`config.mk`:
```
export PLATFORM = sky130hd
export DESIGN_NAME = hill_cipher_3x3_mod26
export DESIGN_NICKNAME = d
export VERILOG_FILES = /design/src/sv/hc3_pkg.sv /design/src/sv/hill_cipher_3x3_mod26.sv /design/src/sv/hc3_datapath.sv /design/src/sv/hc3_ctrl.sv
export SDC_FILE = /design/constraint.sdc
export NUM_CORES = 1
export LEC_CHECK = 0
export BUFFER_PORTS_ARGS = -buffer_cell sky130_fd_sc_hd__buf_2
export CORE_UTILIZATION = 45
export CTS_CLUSTER_DIAMETER = 30
export DETAILED_ROUTE_END_ITERATION = 16
export PLACE_DENSITY = 0.72
export SLEW_MARGIN = 0
export SYNTH_ARGS = -nofsm -noshare
export SYNTH_HDL_FRONTEND = slang
export SYNTH_SLANG_ARGS = --single-unit
```
`constraint.sdc`:
```
create_clock -name clk -period 13.6 [get_ports clk]
set_clock_uncertainty 0.2 [all_clocks]
set_input_delay 1.36 -clock clk [delete_from_list [all_inputs] [get_ports clk]]
set_output_delay 1.36 -clock clk [all_outputs]
set_load 0.02 [all_outputs]
```
`src/sv/hc3_pkg.sv`:
```
package hc3_pkg;

    localparam int MODULUS = 26;
    localparam logic [4:0] PAD_LETTER = 5'd23;
    localparam logic [7:0] FOLD_BIAS = 8'(6 * MODULUS);

    localparam logic [14:0] KEY_ROW_ZERO_RESET = 15'd1024;
    localparam logic [14:0] KEY_ROW_ONE_RESET  = 15'd32;
    localparam logic [14:0] KEY_ROW_TWO_RESET  = 15'd1;

    localparam logic [1:0] CFG_KEY_ROW_ZERO = 2'd0;
    localparam logic [1:0] CFG_KEY_ROW_ONE  = 2'd1;
    localparam logic [1:0] CFG_KEY_ROW_TWO  = 2'd2;
    localparam logic [1:0] CFG_DECRYPT_MODE = 2'd3;

    localparam logic [4:0] BUILD_DET_FIRST = 5'd18;
    localparam logic [4:0] BUILD_DET_LAST  = 5'd20;
    localparam logic [4:0] BUILD_INV_FIRST = 5'd21;
    localparam logic [4:0] BUILD_LAST      = 5'd29;

    localparam logic [1:0] COL_LAST = 2'd2;
    localparam logic [1:0] ROW_LAST = 2'd2;
    localparam logic [1:0] FILL_LAST = 2'd2;

    typedef enum logic [1:0] {
        A_KEY,
        A_GROUP,
        A_DINV
    } a_src_t;

    typedef enum logic [1:0] {
        B_KEY,
        B_INV,
        B_MATRIX
    } b_src_t;

    typedef struct packed {
        logic       take_item;
        logic       store_letter;
        logic       mac_en;
        logic       mac_first;
        logic       mac_neg;
        a_src_t     a_sel;
        logic [3:0] a_idx;
        b_src_t     b_sel;
        logic [3:0] b_idx;
        logic       wr_inv;
        logic       wr_det;
        logic [3:0] dst_idx;
        logic       set_ready;
        logic       load_err;
        logic       load_row;
        logic       row_last;
    } hc3_cmd_t;

    typedef struct packed {
        logic inv_ready;
        logic invertible;
        logic group_done;
        logic out_free;
    } hc3_status_t;

    function automatic logic [4:0] red26(input logic [4:0] v);
        return (v >= 5'(MODULUS)) ? v - 5'(MODULUS) : v;
    endfunction

    // valid for v below 8 * MODULUS
    function automatic logic [4:0] mod26_byte(input logic [7:0] v);
        logic [7:0] r;
        r = v;
        if (r >= 8'(4 * MODULUS))
        begin
            r = r - 8'(4 * MODULUS);
        end
        if (r >= 8'(2 * MODULUS))
        begin
            r = r - 8'(2 * MODULUS);
        end
        if (r >= 8'(MODULUS))
        begin
            r = r - 8'(MODULUS);
        end
        return r[4:0];
    endfunction

    // multiplicative inverse mod 26, zero where none exists
    function automatic logic [4:0] inv26(input logic [4:0] d);
        logic [4:0] r;
        unique case (d)
            5'd1:    r = 5'd1;
            5'd3:    r = 5'd9;
            5'd5:    r = 5'd21;
            5'd7:    r = 5'd15;
            5'd9:    r = 5'd3;
            5'd11:   r = 5'd19;
            5'd15:   r = 5'd7;
            5'd17:   r = 5'd23;
            5'd19:   r = 5'd11;
            5'd21:   r = 5'd5;
            5'd23:   r = 5'd17;
            5'd25:   r = 5'd25;
            default: r = 5'd0;
        endcase
        return r;
    endfunction

    // inverse build sequence: adjugate pairs, determinant, scaling by its inverse
    function automatic hc3_cmd_t build_cmd(input logic [4:0] step);
        hc3_cmd_t   c;
        logic [3:0] i;
        logic [3:0] p1a;
        logic [3:0] p1b;
        logic [3:0] p2a;
        logic [3:0] p2b;
        logic [4:0] off;
        c   = '0;
        i   = step[4:1];
        p1a = 4'd0;
        p1b = 4'd0;
        p2a = 4'd0;
        p2b = 4'd0;
        unique case (i)
            4'd0:
            begin
                p1a = 4'd8; p1b = 4'd4; p2a = 4'd7; p2b = 4'd5;
            end
            4'd1:
            begin
                p1a = 4'd7; p1b = 4'd2; p2a = 4'd8; p2b = 4'd1;
            end
            4'd2:
            begin
                p1a = 4'd5; p1b = 4'd1; p2a = 4'd4; p2b = 4'd2;
            end
            4'd3:
            begin
                p1a = 4'd6; p1b = 4'd5; p2a = 4'd8; p2b = 4'd3;
            end
            4'd4:
            begin
                p1a = 4'd8; p1b = 4'd0; p2a = 4'd6; p2b = 4'd2;
            end
            4'd5:
            begin
                p1a = 4'd3; p1b = 4'd2; p2a = 4'd5; p2b = 4'd0;
            end
            4'd6:
            begin
                p1a = 4'd7; p1b = 4'd3; p2a = 4'd6; p2b = 4'd4;
            end
            4'd7:
            begin
                p1a = 4'd6; p1b = 4'd1; p2a = 4'd7; p2b = 4'd0;
            end
            4'd8:
            begin
                p1a = 4'd4; p1b = 4'd0; p2a = 4'd3; p2b = 4'd1;
            end
            default:
            begin
                p1a = 4'd0; p1b = 4'd0; p2a = 4'd0; p2b = 4'd0;
            end
        endcase
        c.mac_en = 1'b1;
        if (step < BUILD_DET_FIRST)
        begin
            c.a_sel = A_KEY;
            c.b_sel = B_KEY;
            if (!step[0])
            begin
                c.mac_first = 1'b1;
                c.a_idx     = p1a;
                c.b_idx     = p1b;
            end
            else
            begin
                c.mac_neg = 1'b1;
                c.a_idx   = p2a;
                c.b_idx   = p2b;
                c.wr_inv  = 1'b1;
                c.dst_idx = i;
            end
        end
        else if (step <= BUILD_DET_LAST)
        begin
            off         = step - BUILD_DET_FIRST;
            c.a_sel     = A_KEY;
            c.a_idx     = 4'(off) * 4'd3;
            c.b_sel     = B_INV;
            c.b_idx     = 4'(off);
            c.mac_first = (step == BUILD_DET_FIRST);
            c.wr_det    = (step == BUILD_DET_LAST);
        end
        else
        begin
            off         = step - BUILD_INV_FIRST;
            c.a_sel     = A_DINV;
            c.b_sel     = B_INV;
            c.b_idx     = 4'(off);
            c.mac_first = 1'b1;
            c.wr_inv    = 1'b1;
            c.dst_idx   = 4'(off);
        end
        return c;
    endfunction

endpackage

```
`src/sv/hill_cipher_3x3_mod26.sv`:
```
// 3x3 Hill cipher mod 26. Letters (0..25, larger codes are reduced mod 26) come in one beat
// each and are collected in groups of three; a group closed early by last is padded with x.
// Every product runs through a single 5x5 multiply-accumulate unit with a mod 26 fold, one
// product per cycle while the output is not stalled. Each letter beat is accepted, then
// written into the group; a full group then runs the nine products, and the three results
// leave one per row. After any register write, the first letter also waits while the same
// unit forms the adjugate, the determinant and the inverse key.
// If the determinant shares a factor with 26, every letter yields one beat with key_error set
// and out_letter zero. A stalled result holds the output register.
module hill_cipher_3x3_mod26
(
    input  logic        clk,
    input  logic        rst_n,
    input  logic        in_valid,
    output logic        in_ready,
    input  logic [4:0]  letter,
    input  logic        last,
    output logic        out_valid,
    input  logic        out_ready,
    output logic [4:0]  out_letter,
    output logic        out_last,
    output logic        key_error,
    input  logic        cfg_write,
    input  logic [1:0]  cfg_index,
    input  logic [14:0] cfg_data
);

    hc3_pkg::hc3_cmd_t    cmd;
    hc3_pkg::hc3_status_t status;

    hc3_ctrl u_ctrl
    (
        .clk      (clk),
        .rst_n    (rst_n),
        .in_valid (in_valid),
        .in_ready (in_ready),
        .status   (status),
        .cmd      (cmd)
    );

    hc3_datapath u_datapath
    (
        .clk        (clk),
        .rst_n      (rst_n),
        .letter     (letter),
        .last       (last),
        .cfg_write  (cfg_write),
        .cfg_index  (cfg_index),
        .cfg_data   (cfg_data),
        .cmd        (cmd),
        .status     (status),
        .out_valid  (out_valid),
        .out_ready  (out_ready),
        .out_letter (out_letter),
        .out_last   (out_last),
        .key_error  (key_error)
    );

    a_error_letter_zero: assert property (@(posedge clk) disable iff (!rst_n)
        (out_valid && key_error) |-> (out_letter == 5'd0))
        else $error("error beat carries a nonzero letter");

    a_letter_range: assert property (@(posedge clk) disable iff (!rst_n)
        out_valid |-> (out_letter < 5'(hc3_pkg::MODULUS)))
        else $error("result letter out of range");

    a_one_item: assert property (@(posedge clk) disable iff (!rst_n)
        (in_valid && in_ready) |=> !in_ready)
        else $error("input taken while previous beat still in work");

endmodule

```
`src/sv/hc3_datapath.sv`:
```
module hc3_datapath
(
    input  logic                clk,
    input  logic                rst_n,
    input  logic [4:0]          letter,
    input  logic                last,
    input  logic                cfg_write,
    input  logic [1:0]          cfg_index,
    input  logic [14:0]         cfg_data,
    input  hc3_pkg::hc3_cmd_t   cmd,
    output hc3_pkg::hc3_status_t status,
    output logic                out_valid,
    input  logic                out_ready,
    output logic [4:0]          out_letter,
    output logic                out_last,
    output logic                key_error
);

    logic [14:0] key_row_reg [3];
    logic        decrypt_reg;
    logic        inv_ready_reg;

    logic [4:0]  letter_reg;
    logic        last_reg;
    logic [4:0]  group_reg [3];
    logic [1:0]  fill_reg;
    logic [1:0]  fill_next;

    logic [4:0]  inv_reg [9];
    logic [4:0]  det_reg;
    logic [4:0]  acc_reg;
    logic [4:0]  acc_next;

    logic        out_valid_reg;
    logic [4:0]  out_letter_reg;
    logic        out_last_reg;
    logic        key_error_reg;

    logic [4:0]  key_ent [9];
    logic [4:0]  dinv;
    logic [4:0]  a_val;
    logic [4:0]  b_val;
    logic [9:0]  prod;
    logic [7:0]  fold;
    logic [7:0]  base;
    logic [7:0]  sum;
    logic        group_done;

    always_comb
    begin
        for (int r = 0; r < 3; r++)
        begin
            for (int c = 0; c < 3; c++)
            begin
                key_ent[r * 3 + c] = hc3_pkg::red26(key_row_reg[r][5 * c +: 5]);
            end
        end
    end

    assign dinv = hc3_pkg::inv26(det_reg);

    always_comb
    begin
        case (cmd.a_sel)
            hc3_pkg::A_KEY:   a_val = key_ent[cmd.a_idx];
            hc3_pkg::A_GROUP: a_val = group_reg[cmd.a_idx[1:0]];
            hc3_pkg::A_DINV:  a_val = dinv;
            default:          a_val = 5'd0;
        endcase
    end

    always_comb
    begin
        case (cmd.b_sel)
            hc3_pkg::B_KEY:    b_val = key_ent[cmd.b_idx];
            hc3_pkg::B_INV:    b_val = inv_reg[cmd.b_idx];
            hc3_pkg::B_MATRIX: b_val = decrypt_reg ? inv_reg[cmd.b_idx] : key_ent[cmd.b_idx];
            default:           b_val = 5'd0;
        endcase
    end

    // 32 is 6 mod 26, so the product folds to at most 145
    assign prod = 10'(a_val) * 10'(b_val);
    assign fold = 8'({prod[9:5], 2'b00}) + 8'({prod[9:5], 1'b0}) + 8'(prod[4:0]);
    assign base = cmd.mac_first ? 8'd0 : 8'(acc_reg);
    assign sum  = cmd.mac_neg ? base + hc3_pkg::FOLD_BIAS - fold : base + fold;
    assign acc_next = hc3_pkg::mod26_byte(sum);

    assign group_done = (fill_reg == hc3_pkg::FILL_LAST) || last_reg;
    assign fill_next  = group_done ? 2'd0 : fill_reg + 2'd1;

    always_ff @(posedge clk or negedge rst_n)
    begin
        if (!rst_n)
        begin
            key_row_reg[0] <= hc3_pkg::KEY_ROW_ZERO_RESET;
            key_row_reg[1] <= hc3_pkg::KEY_ROW_ONE_RESET;
            key_row_reg[2] <= hc3_pkg::KEY_ROW_TWO_RESET;
            decrypt_reg    <= 1'b0;
            inv_ready_reg  <= 1'b0;
            fill_reg       <= 2'd0;
            out_valid_reg  <= 1'b0;
        end
        else
        begin
            if (cfg_write)
            begin
                inv_ready_reg <= 1'b0;
                unique case (cfg_index)
                    hc3_pkg::CFG_KEY_ROW_ZERO: key_row_reg[0] <= cfg_data;
                    hc3_pkg::CFG_KEY_ROW_ONE:  key_row_reg[1] <= cfg_data;
                    hc3_pkg::CFG_KEY_ROW_TWO:  key_row_reg[2] <= cfg_data;
                    hc3_pkg::CFG_DECRYPT_MODE: decrypt_reg    <= cfg_data[0];
                    default:                   decrypt_reg    <= decrypt_reg;
                endcase
            end
            else if (cmd.set_ready)
            begin
                inv_ready_reg <= 1'b1;
            end
            if (cmd.store_letter)
            begin
                fill_reg <= fill_next;
            end
            if (cmd.load_err || cmd.load_row)
            begin
                out_valid_reg <= 1'b1;
            end
            else if (out_ready)
            begin
                out_valid_reg <= 1'b0;
            end
        end
    end

    always_ff @(posedge clk)
    begin
        if (cmd.take_item)
        begin
            letter_reg <= hc3_pkg::red26(letter);
            last_reg   <= last;
        end
        if (cmd.store_letter)
        begin
            for (int i = 0; i < 3; i++)
            begin
                if (2'(i) == fill_reg)
                begin
                    group_reg[i] <= letter_reg;
                end
                else if (2'(i) > fill_reg && last_reg)
                begin
                    group_reg[i] <= hc3_pkg::PAD_LETTER;
                end
            end
        end
        if (cmd.mac_en)
        begin
            acc_reg <= acc_next;
        end
        if (cmd.mac_en && cmd.wr_inv)
        begin
            inv_reg[cmd.dst_idx] <= acc_next;
        end
        if (cmd.mac_en && cmd.wr_det)
        begin
            det_reg <= acc_next;
        end
        if (cmd.load_err)
        begin
            out_letter_reg <= 5'd0;
            out_last_reg   <= last_reg;
            key_error_reg  <= 1'b1;
        end
        else if (cmd.load_row)
        begin
            out_letter_reg <= acc_next;
            out_last_reg   <= cmd.row_last && last_reg;
            key_error_reg  <= 1'b0;
        end
    end

    assign status.inv_ready  = inv_ready_reg;
    assign status.invertible = det_reg[0] && (det_reg != 5'd13);
    assign status.group_done = group_done;
    assign status.out_free   = !out_valid_reg || out_ready;

    assign out_valid  = out_valid_reg;
    assign out_letter = out_letter_reg;
    assign out_last   = out_last_reg;
    assign key_error  = key_error_reg;

endmodule

```
`src/sv/hc3_ctrl.sv`:
```
module hc3_ctrl
(
    input  logic                 clk,
    input  logic                 rst_n,
    input  logic                 in_valid,
    output logic                 in_ready,
    input  hc3_pkg::hc3_status_t status,
    output hc3_pkg::hc3_cmd_t    cmd
);

    typedef enum logic [1:0] {
        ST_IDLE,
        ST_BUILD,
        ST_DISPATCH,
        ST_MAC
    } state_t;

    state_t     state_reg;
    state_t     state_next;
    logic [4:0] step_reg;
    logic [4:0] step_next;
    logic [1:0] row_reg;
    logic [1:0] row_next;
    logic [1:0] col_reg;
    logic [1:0] col_next;
    logic [3:0] mac_idx;

    assign in_ready = (state_reg == ST_IDLE);
    assign mac_idx  = 4'(row_reg) * 4'd3 + 4'(col_reg);

    always_comb
    begin
        state_next = state_reg;
        step_next  = step_reg;
        row_next   = row_reg;
        col_next   = col_reg;
        cmd        = '0;
        unique case (state_reg)
            ST_IDLE:
            begin
                if (in_valid)
                begin
                    cmd.take_item = 1'b1;
                    if (status.inv_ready)
                    begin
                        state_next = ST_DISPATCH;
                    end
                    else
                    begin
                        state_next = ST_BUILD;
                        step_next  = 5'd0;
                    end
                end
            end
            ST_BUILD:
            begin
                cmd = hc3_pkg::build_cmd(step_reg);
                if (step_reg == hc3_pkg::BUILD_LAST)
                begin
                    cmd.set_ready = 1'b1;
                    state_next    = ST_DISPATCH;
                end
                else
                begin
                    step_next = step_reg + 5'd1;
                end
            end
            ST_DISPATCH:
            begin
                if (!status.invertible)
                begin
                    if (status.out_free)
                    begin
                        cmd.load_err = 1'b1;
                        state_next   = ST_IDLE;
                    end
                end
                else
                begin
                    cmd.store_letter = 1'b1;
                    if (status.group_done)
                    begin
                        state_next = ST_MAC;
                        row_next   = 2'd0;
                        col_next   = 2'd0;
                    end
                    else
                    begin
                        state_next = ST_IDLE;
                    end
                end
            end
            ST_MAC:
            begin
                cmd.mac_first = (col_reg == 2'd0);
                cmd.a_sel     = hc3_pkg::A_GROUP;
                cmd.a_idx     = 4'(col_reg);
                cmd.b_sel     = hc3_pkg::B_MATRIX;
                cmd.b_idx     = mac_idx;
                if (col_reg == hc3_pkg::COL_LAST)
                begin
                    if (status.out_free)
                    begin
                        cmd.mac_en   = 1'b1;
                        cmd.load_row = 1'b1;
                        cmd.row_last = (row_reg == hc3_pkg::ROW_LAST);
                        col_next     = 2'd0;
                        if (row_reg == hc3_pkg::ROW_LAST)
                        begin
                            state_next = ST_IDLE;
                        end
                        else
                        begin
                            row_next = row_reg + 2'd1;
                        end
                    end
                end
                else
                begin
                    cmd.mac_en = 1'b1;
                    col_next   = col_reg + 2'd1;
                end
            end
            default:
            begin
                state_next = ST_IDLE;
            end
        endcase
    end

    always_ff @(posedge clk or negedge rst_n)
    begin
        if (!rst_n)
        begin
            state_reg <= ST_IDLE;
            step_reg  <= 5'd0;
            row_reg   <= 2'd0;
            col_reg   <= 2'd0;
        end
        else
        begin
            state_reg <= state_next;
            step_reg  <= step_next;
            row_reg   <= row_next;
            col_reg   <= col_next;
        end
    end

endmodule
```
-- After elaboration in Yosys (flattened, before gate mapping)
Memories as Yosys holds them, arrays and structs flattened. A register that Yosys moved wholly into a read port is not among the register bits.
Cells that the tools add are included.
- flip-flop bits (word level): 84
- RAM bits: 60
- memory bits (read-only): 384
- memories kept: 4
- add/sub/neg operators: 25
- multipliers: 3
- $lt $le $gt $ge: 20
- equality and inequality tests: 31
- multiplexer cells: 113
- bitwise operators: 5
- reductions and logical operators: 30
- memory list (name ; depth ; width ; read ports ; clocked after Yosys merged registers in ; write ports ; line ; RTL):
    (name not given) ; 16 ; 14 ; 1 ; 0 ; 0 ; hc3_pkg.sv:122 ; unique case (i)
    (name not given) ; 32 ; 5 ; 1 ; 1 ; 0 ; hc3_pkg.sv:89 ; unique case (d)
    u_datapath.inv_reg ; 9 ; 5 ; 1 ; 0 ; 1 ; hc3_datapath.sv:29 ; logic [4:0] inv_reg [9];
    u_datapath.group_reg ; 3 ; 5 ; 1 ; 0 ; 3 ; hc3_datapath.sv:25 ; logic [4:0] group_reg [3];
- operator list (cell ; count):
    $mux 5 ; 24
    $ge 5x5->1 const B ; 12
    $sub 5x5->5 const B ; 11
    $mux 1 ; 47
    $bmux 5 s4 ; 2
    $mux 2 ; 20
    $pmux 5 s3 ; 2
    $mux 4 ; 7
    $mux 8 ; 3
    $pmux 12 s2 ; 1
    $eq 2x2->1 const B ; 9
    $eq 5x5->1 const B ; 3
    $mux 13 ; 1
    $logic_not 2->1 ; 6
    $pmux 2 s2 ; 3
    $reduce_and 6->1 ; 2
    $mul 5x5->10 ; 1
    $ne 2x1->1 const B ; 5
    $ne 2x2->1 const B ; 5
    $not 4->5 ; 2
    $pmux 5 s2 ; 1
    $reduce_bool 2->1 ; 5
    $add 7x6->8 ; 1
    $add 8x5->8 ; 1
    33 further kinds ; 53

-- Longest topological paths before layout
Gate-level depths: netlist of run 1.
- depth after elaboration: 23
- depth in mapped cells: 54
- gate-level depth less buffers: 51

-- By module
From an unflattened synthesis of run 1, not the netlist that was laid out.
- cell total of the unflattened synthesis: 1094
- area total of the unflattened synthesis: 10980.5 um2
- by module, submodules not included (module ; times used ; cells an instance ; area each (um2)):
    hc3_datapath ; 1 ; 896 ; 9390.3
    hc3_ctrl ; 1 ; 198 ; 1590.3

-- Least setup slack after synthesis of run 1
OpenSTA, ideal clock, no wires.
- path kind: flip-flop to flip-flop
- from: reg u_ctrl.step_reg[0]
- to: reg u_datapath.dinv[2] (netlist name)
- library setup time: 0.116 ns
- arrival: 11.568 ns
- required time: 13.284 ns
- path slack: 1.716 ns
- cell stages (with the launch flop): 51
- path buffers: 5
- cells stage by stage: dfrtp_1 > buf_2 > inv_2 > ha_1 > nor2b_1 > nor2_1 > nor2_1 > inv_1 > clkbuf_1 > ha_1 > o21ai_0 > a211oi_1 > o21ai_1 > clkbuf_1 > buf_1 > nand3b_1 > nor2_1 > a21oi_1 > [15 not listed] > ha_1 > inv_1 > ha_1 > xor2_1 > nand2_1 > and2_1 > clkbuf_1 > inv_1 > ha_1 > a21oi_1 > or3b_4 > a31oi_4 > o32a_4 > a2111oi_4 > or4_4 > a31oi_4 > mux2_1 > and3_1
- word-level cells in the longest chain between the ends: 22
- elaborated cells on any way between the ends: 62
- RTL lines (element ; line ; RTL):
    from (decl) ; hc3_ctrl.sv:20 ; logic [4:0] step_reg;
    from (signal assigned) ; hc3_ctrl.sv:143 ; step_reg <= step_next;
    $sub 4x2->4 (tied with other cells) ; hc3_pkg.sv:186 ; off = step - BUILD_DET_FIRST;
    $mul 4x2->4 / $mux 4 (equally long branches) ; hc3_pkg.sv:188, hc3_pkg.sv:184 ;
    $mux 4 / $mux 13 (equally long branches) ; hc3_pkg.sv:184, hc3_pkg.sv:165 ;
    $mux 13 / $pmux 12 s2 (equally long branches) ; hc3_pkg.sv:165, hc3_ctrl.sv:38 ;
    $pmux 12 s2 / $not 4->5 (equally long branches) ; hc3_ctrl.sv:38, hc3_datapath.sv:75, hc3_datapath.sv:77 ;
    $not 4->5 (not written as such) / $bmux 5 s4 (equally long branches) ; hc3_datapath.sv:65, hc3_datapath.sv:75, hc3_datapath.sv:77 ;
    $bmux 5 s4 / $mux 5 (equally long branches) ; hc3_datapath.sv:65, hc3_datapath.sv:75, hc3_datapath.sv:77 ;
    $mux 5 (on tied branches) ; hc3_datapath.sv:65, hc3_datapath.sv:75, hc3_datapath.sv:77 ;
    [6 not listed] ; n/a ;
    $mux 8 ; hc3_datapath.sv:86 ; assign sum = cmd.mac_neg ? base + hc3_pkg::FOLD_BIAS - fold : base + fold;
    $sub 8x7->8 / $ge 8x7->1 (equally long branches) ; hc3_pkg.sv:73, hc3_pkg.sv:71 ;
    $mux 8 ; hc3_pkg.sv:71 ; if (r >= 8'(4 * MODULUS))
    $sub 8x6->8 / $ge 8x6->1 (equally long branches) ; hc3_pkg.sv:77, hc3_pkg.sv:75 ;
    $mux 8 ; hc3_pkg.sv:75 ; if (r >= 8'(2 * MODULUS))
    $ge 8x5->1 / $sub 5x5->5 (equally long branches) ; hc3_pkg.sv:79, hc3_pkg.sv:81 ;
    $mux 5 ; hc3_pkg.sv:79 ; if (r >= 8'(MODULUS))
    $mux 5 (no line) * ; n/a ;
Mark *: on every way between the ends. The rest lies on a longest branch, timed or not. The select of a mux whose other input is x is not followed.
A chain may end at the register's enable or synchronous reset.

-- Worst setup path after layout of run 1
- from: reg u_ctrl.step_reg[1]
- to: reg u_datapath.dinv[2] (netlist name)
- word-level cells in the longest chain between the ends: 22
- elaborated cells on any way between the ends: 61
- RTL lines (element ; line ; RTL):
    $sub 4x2->4 (tied with other cells) ; hc3_pkg.sv:186 ;
    $mul 4x2->4 (tied with other cells) ; hc3_pkg.sv:188 ; c.a_idx = 4'(off) * 4'd3;
    $mux 4 / $mux 13 (equally long branches) ; hc3_pkg.sv:184, hc3_pkg.sv:165 ;
    $mux 13 / $pmux 12 s2 (equally long branches) ; hc3_pkg.sv:165, hc3_ctrl.sv:38 ;
    $pmux 12 s2 / $not 4->5 (equally long branches) ; hc3_ctrl.sv:38, hc3_datapath.sv:75, hc3_datapath.sv:77 ;
    $not 4->5 (not written as such) / $bmux 5 s4 (equally long branches) ; hc3_datapath.sv:65, hc3_datapath.sv:75, hc3_datapath.sv:77 ;
    $bmux 5 s4 / $mux 5 (equally long branches) ; hc3_datapath.sv:65, hc3_datapath.sv:75, hc3_datapath.sv:77 ;
    $mux 5 (on tied branches) ; hc3_datapath.sv:65, hc3_datapath.sv:75, hc3_datapath.sv:77 ;
    [6 not listed] ; n/a ;
    $mux 8 ; hc3_datapath.sv:86 ;
    $sub 8x7->8 / $ge 8x7->1 (equally long branches) ; hc3_pkg.sv:73, hc3_pkg.sv:71 ;
    $mux 8 ; hc3_pkg.sv:71 ;
    $sub 8x6->8 / $ge 8x6->1 (equally long branches) ; hc3_pkg.sv:77, hc3_pkg.sv:75 ;
    $mux 8 ; hc3_pkg.sv:75 ;
    $ge 8x5->1 / $sub 5x5->5 (equally long branches) ; hc3_pkg.sv:79, hc3_pkg.sv:81 ;
    $mux 5 ; hc3_pkg.sv:79 ;
    $mux 5 (no line) * ; n/a ;
Marks and branches as above.

==> results.yml, run 1 <==
cts:
  hold_buffers: 0
  clock_sinks: 149
  cts_buffers: 17
  cts_setup_buffers: 0
  h-tree-depth: 4
  ctsLongestPathBuffers: 2
  root_buffer: "clkbuf_16"
  clk_pin_slew_worst_paths_ns: 0.07
  clk_latency_ns: 0.43
  cts_tree: "yes"
yosys:
  synthCells: 1115
  syn_avg_cell_area_sq_um: 9.76
  synthArstFlopShare_pct: 40.9
  synth_nets: 1229
  synth_flop_cell: "edfxtp_1"
  synth-seq-cells: 149
  synth_edf_count: 72
  syn_area_sq_um: 10900
  yosys_warnings: 0
  yosysSeqAreaShare_pct: 36.9
  yosysUniqueCellTypes: 85
floorplan:
  design.core.area_sq_um: 23600
  ios: 37
  initial_core_util_pct: 46.1
  die-area_sq_um: 24800
  die_y_um: 158
  rows: 56
  die_w_um: 158
setup_path:
  timing.rr.end: "u_datapath.dinv[2]"
  reg2reg_depth: 46
  end_kind: "flop"
  critPathKind: "reg2reg"
  critPathArrivalTime_ns: 12.73
  crit_slowest_cell: "fa_1"
  cp.required_ns: 13.72
  startpoint_type: "flop"
  r2r-start: "u_ctrl.step_reg[1]"
  regToRegSetupSlack_ns: 0.99
  cp_slowest_stage_delay_ns: 0.56
  worstPathMaxFanout: 11
timing:
  tightest_slew_ns: 1.09
  finalHoldViolCount: 0
  timing.fmax_ghz: 0.0793
  rsz0062_at_grt: "no"
  tns_ns: 0
  period_needed_ns: 12.61
  maxSlewViolCount: 0
  finalCritPeriodShare_pct: 92.7
  setup_viol: 0
  max_slew_margin_pct: 26.8
finish:
  nets: 1259
  drive_gt1_share_pct: 15.3
  diodes: 0
  syn_to_final_growth_pct: 10.3
  final_common_cell: "inv_1"
  fillCellCount: 2152
  final_cell_mix: "inv_1, nand2_1, nor2_1"
worst_hold_path:
  hold_class: "reg2reg"
  hp-start: "u_datapath.key_error"
  hold_end: "u_datapath.key_error"
  hold_depth: 2
detailed_routing:
  routed_via_density: 5.84
  wire_per_inst_um: 17.6
  via_count: 8632
  finalWirelength_um: 25900
  antenna_left: 0
  drtIter0Drc: 714
  drc: 0
  drtPass1Iterations: 5
placement:
  globalplace.congestion: 0.943
  hpwl_um: 19800
  port_buffers: 36
run_status:
  outcome: "finished clean"
global_route:
  grt_pass1_wl_um: 42600
  grt_max_degree: 62
  antenna_found_initial: 0
  grt_remaining_overflow: 0
  grt_pass1_vias: 8363
  grtUsageTotal_pct: 22.0
run:
  max-cap-violations: 0
## how the worst max path moves through the flow
stage,slack [ns],startpoint,cells past startpoint,endpoint
finish,0.99,u_ctrl.step_reg[1],46,u_datapath.dinv[2]
global route,0.05,u_ctrl.step_reg[2],46,u_datapath.dinv[2]
CTS,0.83,u_ctrl.step_reg[1],46,u_datapath.dinv[2]
detailed placement,0.88,u_ctrl.step_reg[1],46,u_datapath.dinv[2]
global placement,1.16,u_ctrl.step_reg[1],46,u_datapath.dinv[2]
floorplan,1.72,u_ctrl.step_reg[0],50,u_datapath.dinv[2]
## logic make-up (layout without fill, tap and decap cells)
kind of cell    count (synthesis)  in the layout  share of synthesized area, %
compound gates                308            308                          19.4
buf+inv                       145            188                          5.18
simple gates                  310            310                          13.6
mux                            85             85                          11.3
flops                         149            149                          36.9
xor+xnor                       31             31                          2.56
fa+ha+maj                      87             87                          11.1
## per-stage QoR
stage	worst slack, ns	area (sq um)	hold slack (ns)	utilization, %	std cells
after global placement	1.16	11400	0.237	48.3	1445
after floorplan	1.72	10900	0.237	-	1115
after global routing	0.0506	12000	0.275	50.9	1477
after CTS	0.834	12000	0.257	50.8	1477
final	0.989	12000	0.254	50.9	1477
after detailed placement	0.885	11400	0.245	48.3	1445
## layout make-up
type                       instances  area [sq um]  area share [%]
timing repair buffer              48           270            2.25
clock inverter                    15           169            1.41
multi-input combinational        821          6330            52.7
tap                              319           399            3.32
clock buffer                      17           425            3.54
sequential                       149          4010            33.4
inverter                         108           405            3.37
## synth_stat cells, types with 6 or more instances
master / number / share of area [%]
a21boi_0: 8 / 0.55
inv_1: 105 / 3.6
o32ai_1: 8 / 0.64
nor2b_1: 9 / 0.52
fa_1: 17 / 3.1
nor3b_1: 6 / 0.41
nor2_1: 85 / 2.9
xnor2_1: 22 / 1.8
edfxtp_1: 72 / 20
clkbuf_1: 29 / 1.0
nand2b_1: 17 / 0.98
o22ai_1: 8 / 0.46
or3_1: 8 / 0.46
nand2_1: 102 / 3.5
o211ai_1: 16 / 1.1
o22a_1: 6 / 0.48
o31ai_1: 8 / 0.55
o21a_1: 10 / 0.69
nor3_1: 10 / 0.46
o21ai_0: 84 / 3.9
and2_1: 25 / 1.4
mux2_2: 39 / 4.0
mux2i_1: 19 / 1.7
a21oi_1: 61 / 2.8
a211oi_1: 15 / 1.0
dfrtp_1: 58 / 13
o2bb2ai_1: 6 / 0.48
mux4_2: 26 / 5.4
nand3_1: 21 / 0.97
dfxtp_1: 16 / 2.9
o221ai_1: 6 / 0.48
a31oi_1: 14 / 0.80
xor2_1: 8 / 0.64
ha_1: 69 / 7.9
## timing repair
item,CTS,global route
setup endpoints to repair,0,2
gates resized for setup,0,1
endpoints found under the hold margin,0,0
## layer usage
metal	part of all wire [%]	global-route usage (%)	vias up
met3	5.9	3.11	37
met5	0	0	-
met4	1.9	6.75	0
met1	45	30.0	4202
met2	47	36.2	275
li1	-	-	4118
## worst max-delay path, delay by kind of cell (launching register included)
kind / cells / cell delay [ns]
AND/OR/NAND/NOR: 7 / 1.72
AO/OA/AOI/OAI: 15 / 2.99
multiplexers: 4 / 1.45
XOR/XNOR: 2 / 0.32
buffers and inverters: 7 / 1.02
adder cells (fa/ha/maj): 11 / 4.26
flip-flops: 1 / 0.52
Power of run 1 is not shown: default switching activity piles up to over one toggle a cycle in this logic, so the estimate is an artifact.
==> run 2: changes to the inputs <==
RECOVER_POWER = 100   (was not set)
==> run 2 against run 1 <==
Net effect:
- clock-buffer cell count did not move
- final area fell by 0.26%
- highest routed layer unchanged
- the run now ends with capacitance limit, slew limit left
- sequential share of layout area rose by 0.087 points
- die area did not move
- non-clock buffer count did not move
- register-to-register slack got worse by 0.04 ns
- largest cell class unchanged
- hold slack improved by 0.0026 ns
- via count barely moved
- global-route usage did not move
- first-iteration DRC count rose by 4.6%
- setup slack got worse by 0.040 ns
- routed wire length rose by 0.31%
==> results.yml, run 2 (synthesized netlist as in run 1, its figures left out) <==
timing:
  max_slew_margin_pct: -126
  maxSlewViolCount: 62
  tightest_slew_ns: 3.39
  setup_viol: 0
  period_needed_ns: 12.65
  tns_ns: 0
  timing.fmax_ghz: 0.0790
  finalHoldViolCount: 0
  rsz0062_at_grt: "no"
  finalCritPeriodShare_pct: 93.0
finish:
  final_cell_mix: "inv_1, nand2_1, o21ai_0, nor2_1, edfxtp_1"
  diodes: 0
  syn_to_final_growth_pct: 10.1
  fillCellCount: 2160
  final_common_cell: "inv_1"
  drive_gt1_share_pct: 13.8
  nets: 1259
setup_path:
  end_kind: "flop"
  regToRegSetupSlack_ns: 0.95
  cp.required_ns: 13.72
  critPathArrivalTime_ns: 12.77
  startpoint_type: "flop"
  cp_slowest_stage_delay_ns: 0.56
  crit_slowest_cell: "fa_1"
  timing.rr.end: "u_datapath.dinv[2]"
  reg2reg_depth: 46
  critPathKind: "reg2reg"
  r2r-start: "u_ctrl.step_reg[1]"
  worstPathMaxFanout: 11
detailed_routing:
  drc: 0
  antenna_left: 0
  drtIter0Drc: 747
  wire_per_inst_um: 17.6
  finalWirelength_um: 26000
  routed_via_density: 5.85
  via_count: 8635
  drtPass1Iterations: 6
cts:
  hold_buffers: 0
  ctsLongestPathBuffers: 2
  cts_tree: "yes"
  clk_latency_ns: 0.43
  clock_sinks: 149
  cts_buffers: 17
  clk_pin_slew_worst_paths_ns: 0.07
  root_buffer: "clkbuf_16"
  h-tree-depth: 4
worst_hold_path:
  hp-start: "u_datapath.key_error"
  hold_class: "reg2reg"
  hold_end: "u_datapath.key_error"
  hold_depth: 2
run:
  max-cap-violations: 1
floorplan:
  die-area_sq_um: 24800
  ios: 37
  initial_core_util_pct: 46.1
  die_y_um: 158
  design.core.area_sq_um: 23600
  die_w_um: 158
  rows: 56
global_route:
  antenna_found_initial: 0
  grt_pass1_wl_um: 42600
  grt_pass1_vias: 8363
  grt_remaining_overflow: 0
  grt_max_degree: 62
  grtUsageTotal_pct: 22.0
run_status:
  outcome: "finished, violations left"
  violations: "capacitance limit, slew limit"
placement:
  hpwl_um: 19800
  port_buffers: 36
  globalplace.congestion: 0.943
-- run 2: changes by cell type in the layout (fill, tap and decap cells not counted), sizes merged --
cell,before,now
buf,48,33
clkbuf,17,32
-- run 2: area by class of cell --
class                           instances  area, sq um  share of cell area, %
Multi-Input combinational cell        821         6320                   52.8
Sequential cell                       149         4010                   33.5
Timing Repair Buffer                   48          246                   2.06
Clock inverter                         15          169                   1.41
Clock buffer                           17          425                   3.55
Inverter                              108          405                   3.38
Tap cell                              319          399                   3.33
-- run 2: routing by layer --
layer	part of all wire (%)	track usage (%)	wire [um]	vias to the layer above
li1	-	-	-	4111
met1	45	30.0	11700	4191
met2	47	36.2	12200	298
met3	6.5	3.11	1690	35
met4	1.8	6.75	467	0
met5	0	0	0	-
-- run 2: critical path, delay by kind of cell (launching register included) --
family	cells	cell delay (ns)
adders and majority gates	11	4.26
AOI/OAI and AO/OA	15	3.01
and+or+nand+nor	7	1.73
muxes	4	1.45
buffers and inverters	7	1.02
DFF	1	0.53
xor gates and xnor gates	2	0.32
-- run 2: repair_timing --
item                       in CTS  in global routing
setup buffers                   0                  0
gates resized for setup         0                  1
setup endpoints to repair       0                  2
-- run 2: how the worst max path moves through the flow --
stage                             startpoint            endpoint  cells past startpoint
after global placement    u_ctrl.step_reg[1]  u_datapath.dinv[2]                     46
after floorplan           u_ctrl.step_reg[0]  u_datapath.dinv[2]                     50
after detailed placement  u_ctrl.step_reg[1]  u_datapath.dinv[2]                     46
final                     u_ctrl.step_reg[1]  u_datapath.dinv[2]                     46
after CTS                 u_ctrl.step_reg[1]  u_datapath.dinv[2]                     46
after global routing      u_ctrl.step_reg[2]  u_datapath.dinv[2]                     46
-- run 2: stage by stage --
| step | instances | hold WS (ns) | cell area [sq um] | worst slack, ns | util (%) |
|---|---|---|---|---|---|
| 2_1_floorplan | 1115 | 0.237 | 10900 | 1.72 | - |
| 3_3_place_gp | 1445 | 0.237 | 11400 | 1.16 | 48.3 |
| 3_5_place_dp | 1445 | 0.245 | 11400 | 0.885 | 48.3 |
| 4_1_cts | 1477 | 0.257 | 12000 | 0.834 | 50.8 |
| 5_1_grt | 1477 | 0.277 | 12000 | 0.0444 | 50.7 |
| 6_report | 1477 | 0.256 | 12000 | 0.949 | 50.7 |
Power of run 2 is left out for the same reason.
==> run 3: changes to the inputs <==
ABC_AREA = 1   (was not set)
==> run 3 against run 2 <==
Net effect:
- the flow still finishes with violations (capacitance limit, slew limit)
- setup slack better by 0.44 ns
- first-iteration DRC count up 10%
- final cell count up 21%
- global-route usage up 0.94 points
- synthesized area down 1.1%
- critical path depth up 4
==> results.yml, run 3 <==
yosys:
  synth_xor_area_share_pct: 2.27
  synthCells: 1430
  synth_nets: 1544
  syn_avg_cell_area_sq_um: 7.53
  yosysSeqAreaShare_pct: 37.3
  synth-compound-area-share_pct: 14.5
  synth_simple_gate_area_share_pct: 25.7
  synth-seq-cells: 149
  syn_area_sq_um: 10800
  yosysTopAreaCell: "edfxtp_1"
  synth_top_family_by_area: "simple AND/OR/NAND/NOR gates"
  synth.most_common_cell: "nand2_1"
  synthArstFlopShare_pct: 40.9
  synth_top_area_share_pct: 20.1
  synth_area_leaders: "edfxtp_1, dfrtp_1, nand2_1"
  yosysUniqueCellTypes: 56
  synth.area.mux_share_pct: 0
  synth_flop_cell: "edfxtp_1"
  synthAdderAreaFrac_pct: 11.2
  yosys_warnings: 0
  synth_edf_count: 72
  synth_top_cells_by_count: "nand2_1, inv_1, o21ai_0"
run:
  max-cap-violations: 1
cts:
  h-tree-depth: 4
  clock_sinks: 149
  ctsResizeCount: 0
  cts_tree: "yes"
  clk_pin_slew_worst_paths_ns: 0.07
  root_buffer: "clkbuf_16"
  cts_setup_buffers: 0
  cts_buffers: 17
  clk_latency_ns: 0.44
  hold_buffers: 0
  ctsLongestPathBuffers: 2
floorplan:
  rows: 56
  initial_core_util_pct: 45.9
  ios: 37
  die_y_um: 157
  die-area_sq_um: 24500
  design.core.area_sq_um: 23500
  die_w_um: 157
detailed_routing:
  via_count: 9512
  drtPass1Iterations: 6
  antenna_left: 0
  route.met2.wl_um: 12800
  met3WireLength_um: 1500
  wire_per_inst_um: 15.0
  routed_via_density: 5.33
  finalWirelength_um: 26800
  drtIter0Drc: 824
  drc: 0
  highest_layer: "met4"
  drt-met1-wl_um: 11900
run_status:
  outcome: "finished, violations left"
  violations: "capacitance limit, slew limit"
timing:
  max_slew_margin_pct: -124
  maxSlewViolCount: 62
  tightest_slew_ns: 3.35
  finalHoldViolCount: 0
  setup_viol: 0
  tns_ns: 0
  period_needed_ns: 12.21
  timing.fmax_ghz: 0.0819
  finalCritPeriodShare_pct: 89.8
  rsz0062_at_grt: "no"
setup_path:
  crit_slowest_cell: "inv_1"
  critPathArrivalTime_ns: 12.39
  critical_path.endpoint: "u_datapath.dinv[0]"
  cp_slowest_stage_delay_ns: 0.88
  end_kind: "flop"
  cp.required_ns: 13.78
  reg2reg_depth: 50
  regToRegSetupSlack_ns: 1.39
  timing.rr.end: "u_datapath.dinv[0]"
  startpoint_type: "flop"
  critPathLaunch: "u_ctrl.step_reg[2]"
  crit_path_frequent_cell: "nand2_1"
  critPathKind: "reg2reg"
  r2r-start: "u_ctrl.step_reg[2]"
  worstPathMaxFanout: 24
finish:
  fillCellCount: 2229
  drive_gt1_share_pct: 7.36
  final_cell_mix: "nand2_1, inv_1, o21ai_0"
  nets: 1568
  final_common_cell: "nand2_1"
  diodes: 0
  syn_to_final_growth_pct: 9.31
global_route:
  grt_pass1_vias: 9104
  grt_remaining_overflow: 0
  grt_max_degree: 62
  grtUsageTotal_pct: 23.0
  antenna_found_initial: 0
  grt_pass1_wl_um: 44500
placement:
  globalplace.congestion: 0.910
  port_buffers: 36
  hpwl_um: 20200
worst_hold_path:
  hold_class: "reg2reg"
## run 3: cell types whose count changed after synthesis, moves of 26 or more
cell     previous run  this run
mux4_2             26         0
o21ai_0            84       139
inv_1             105       214
nand3_1            21       119
mux2_2             39         0
nand2_1           102       347
## run 3: area by class of cell
cell class	instances	area [sq um]	share of cell area, %
multi-input cells	1027	5740	48.8
repair buffers	40	190	1.62
clock inverters	15	179	1.52
clock buffers	17	425	3.62
flip-flops and latches	149	4010	34.1
inverters	219	822	6.99
well taps	319	399	3.39
## run 3: metrics by stage
step / utilization [%] / area [sq um] / hold WS (ns) / worst slack [ns] / std cells
3_5_place_dp: 47.8 / 11200 / 0.243 / 1.91 / 1754
6_report: 50.1 / 11800 / 0.257 / 1.39 / 1786
5_1_grt: 50.1 / 11800 / 0.285 / 0.291 / 1786
2_1_floorplan: - / 10800 / 0.221 / 3.85 / 1430
3_3_place_gp: 47.8 / 11200 / 0.232 / 2.09 / 1754
4_1_cts: 50.4 / 11800 / 0.260 / 1.85 / 1786
## run 3: critical path: cells and delay by family (launching register included)
family                     cells  cell delay (ns)
and+or+nand+nor               22             3.28
buffers and inverters          8             1.88
DFF                            1             0.60
adders and majority gates     10             4.12
AOI/OAI and AO/OA              9             1.83
xor gates and xnor gates       1             0.21
## run 3: logic make-up after synthesis
logic type / after synthesis
and+or+nand+nor: 637
adders and majority gates: 86
buffers and inverters: 254
xor gates and xnor gates: 27
DFF: 149
AOI/OAI and AO/OA: 277
## run 3: worst min path at each step
stage | start | to | slack [ns] | depth (start not counted)
2_1_floorplan | u_datapath.group_reg[2][4] | u_datapath.group_reg[2][4] | 0.22 | 2
3_3_place_gp | u_datapath.letter_reg[0] | u_datapath.group_reg[0][0] | 0.23 | 0
3_5_place_dp | u_datapath.key_error | u_datapath.key_error | 0.24 | 2
4_1_cts | u_datapath.key_error | u_datapath.key_error | 0.26 | 2
5_1_grt | u_datapath.letter_reg[1] | u_datapath.group_reg[0][1] | 0.29 | 0
6_report | u_datapath.key_error | u_datapath.key_error | 0.26 | 2
## run 3: per-layer routing
layer | vias up | track usage [%]
li1 | 4757 | -
met1 | 4409 | 29.8
met2 | 302 | 39.2
met3 | 44 | 3.52
met4 | 0 | 7.28
met5 | - | 0
Power of run 3 is left out for the same reason.
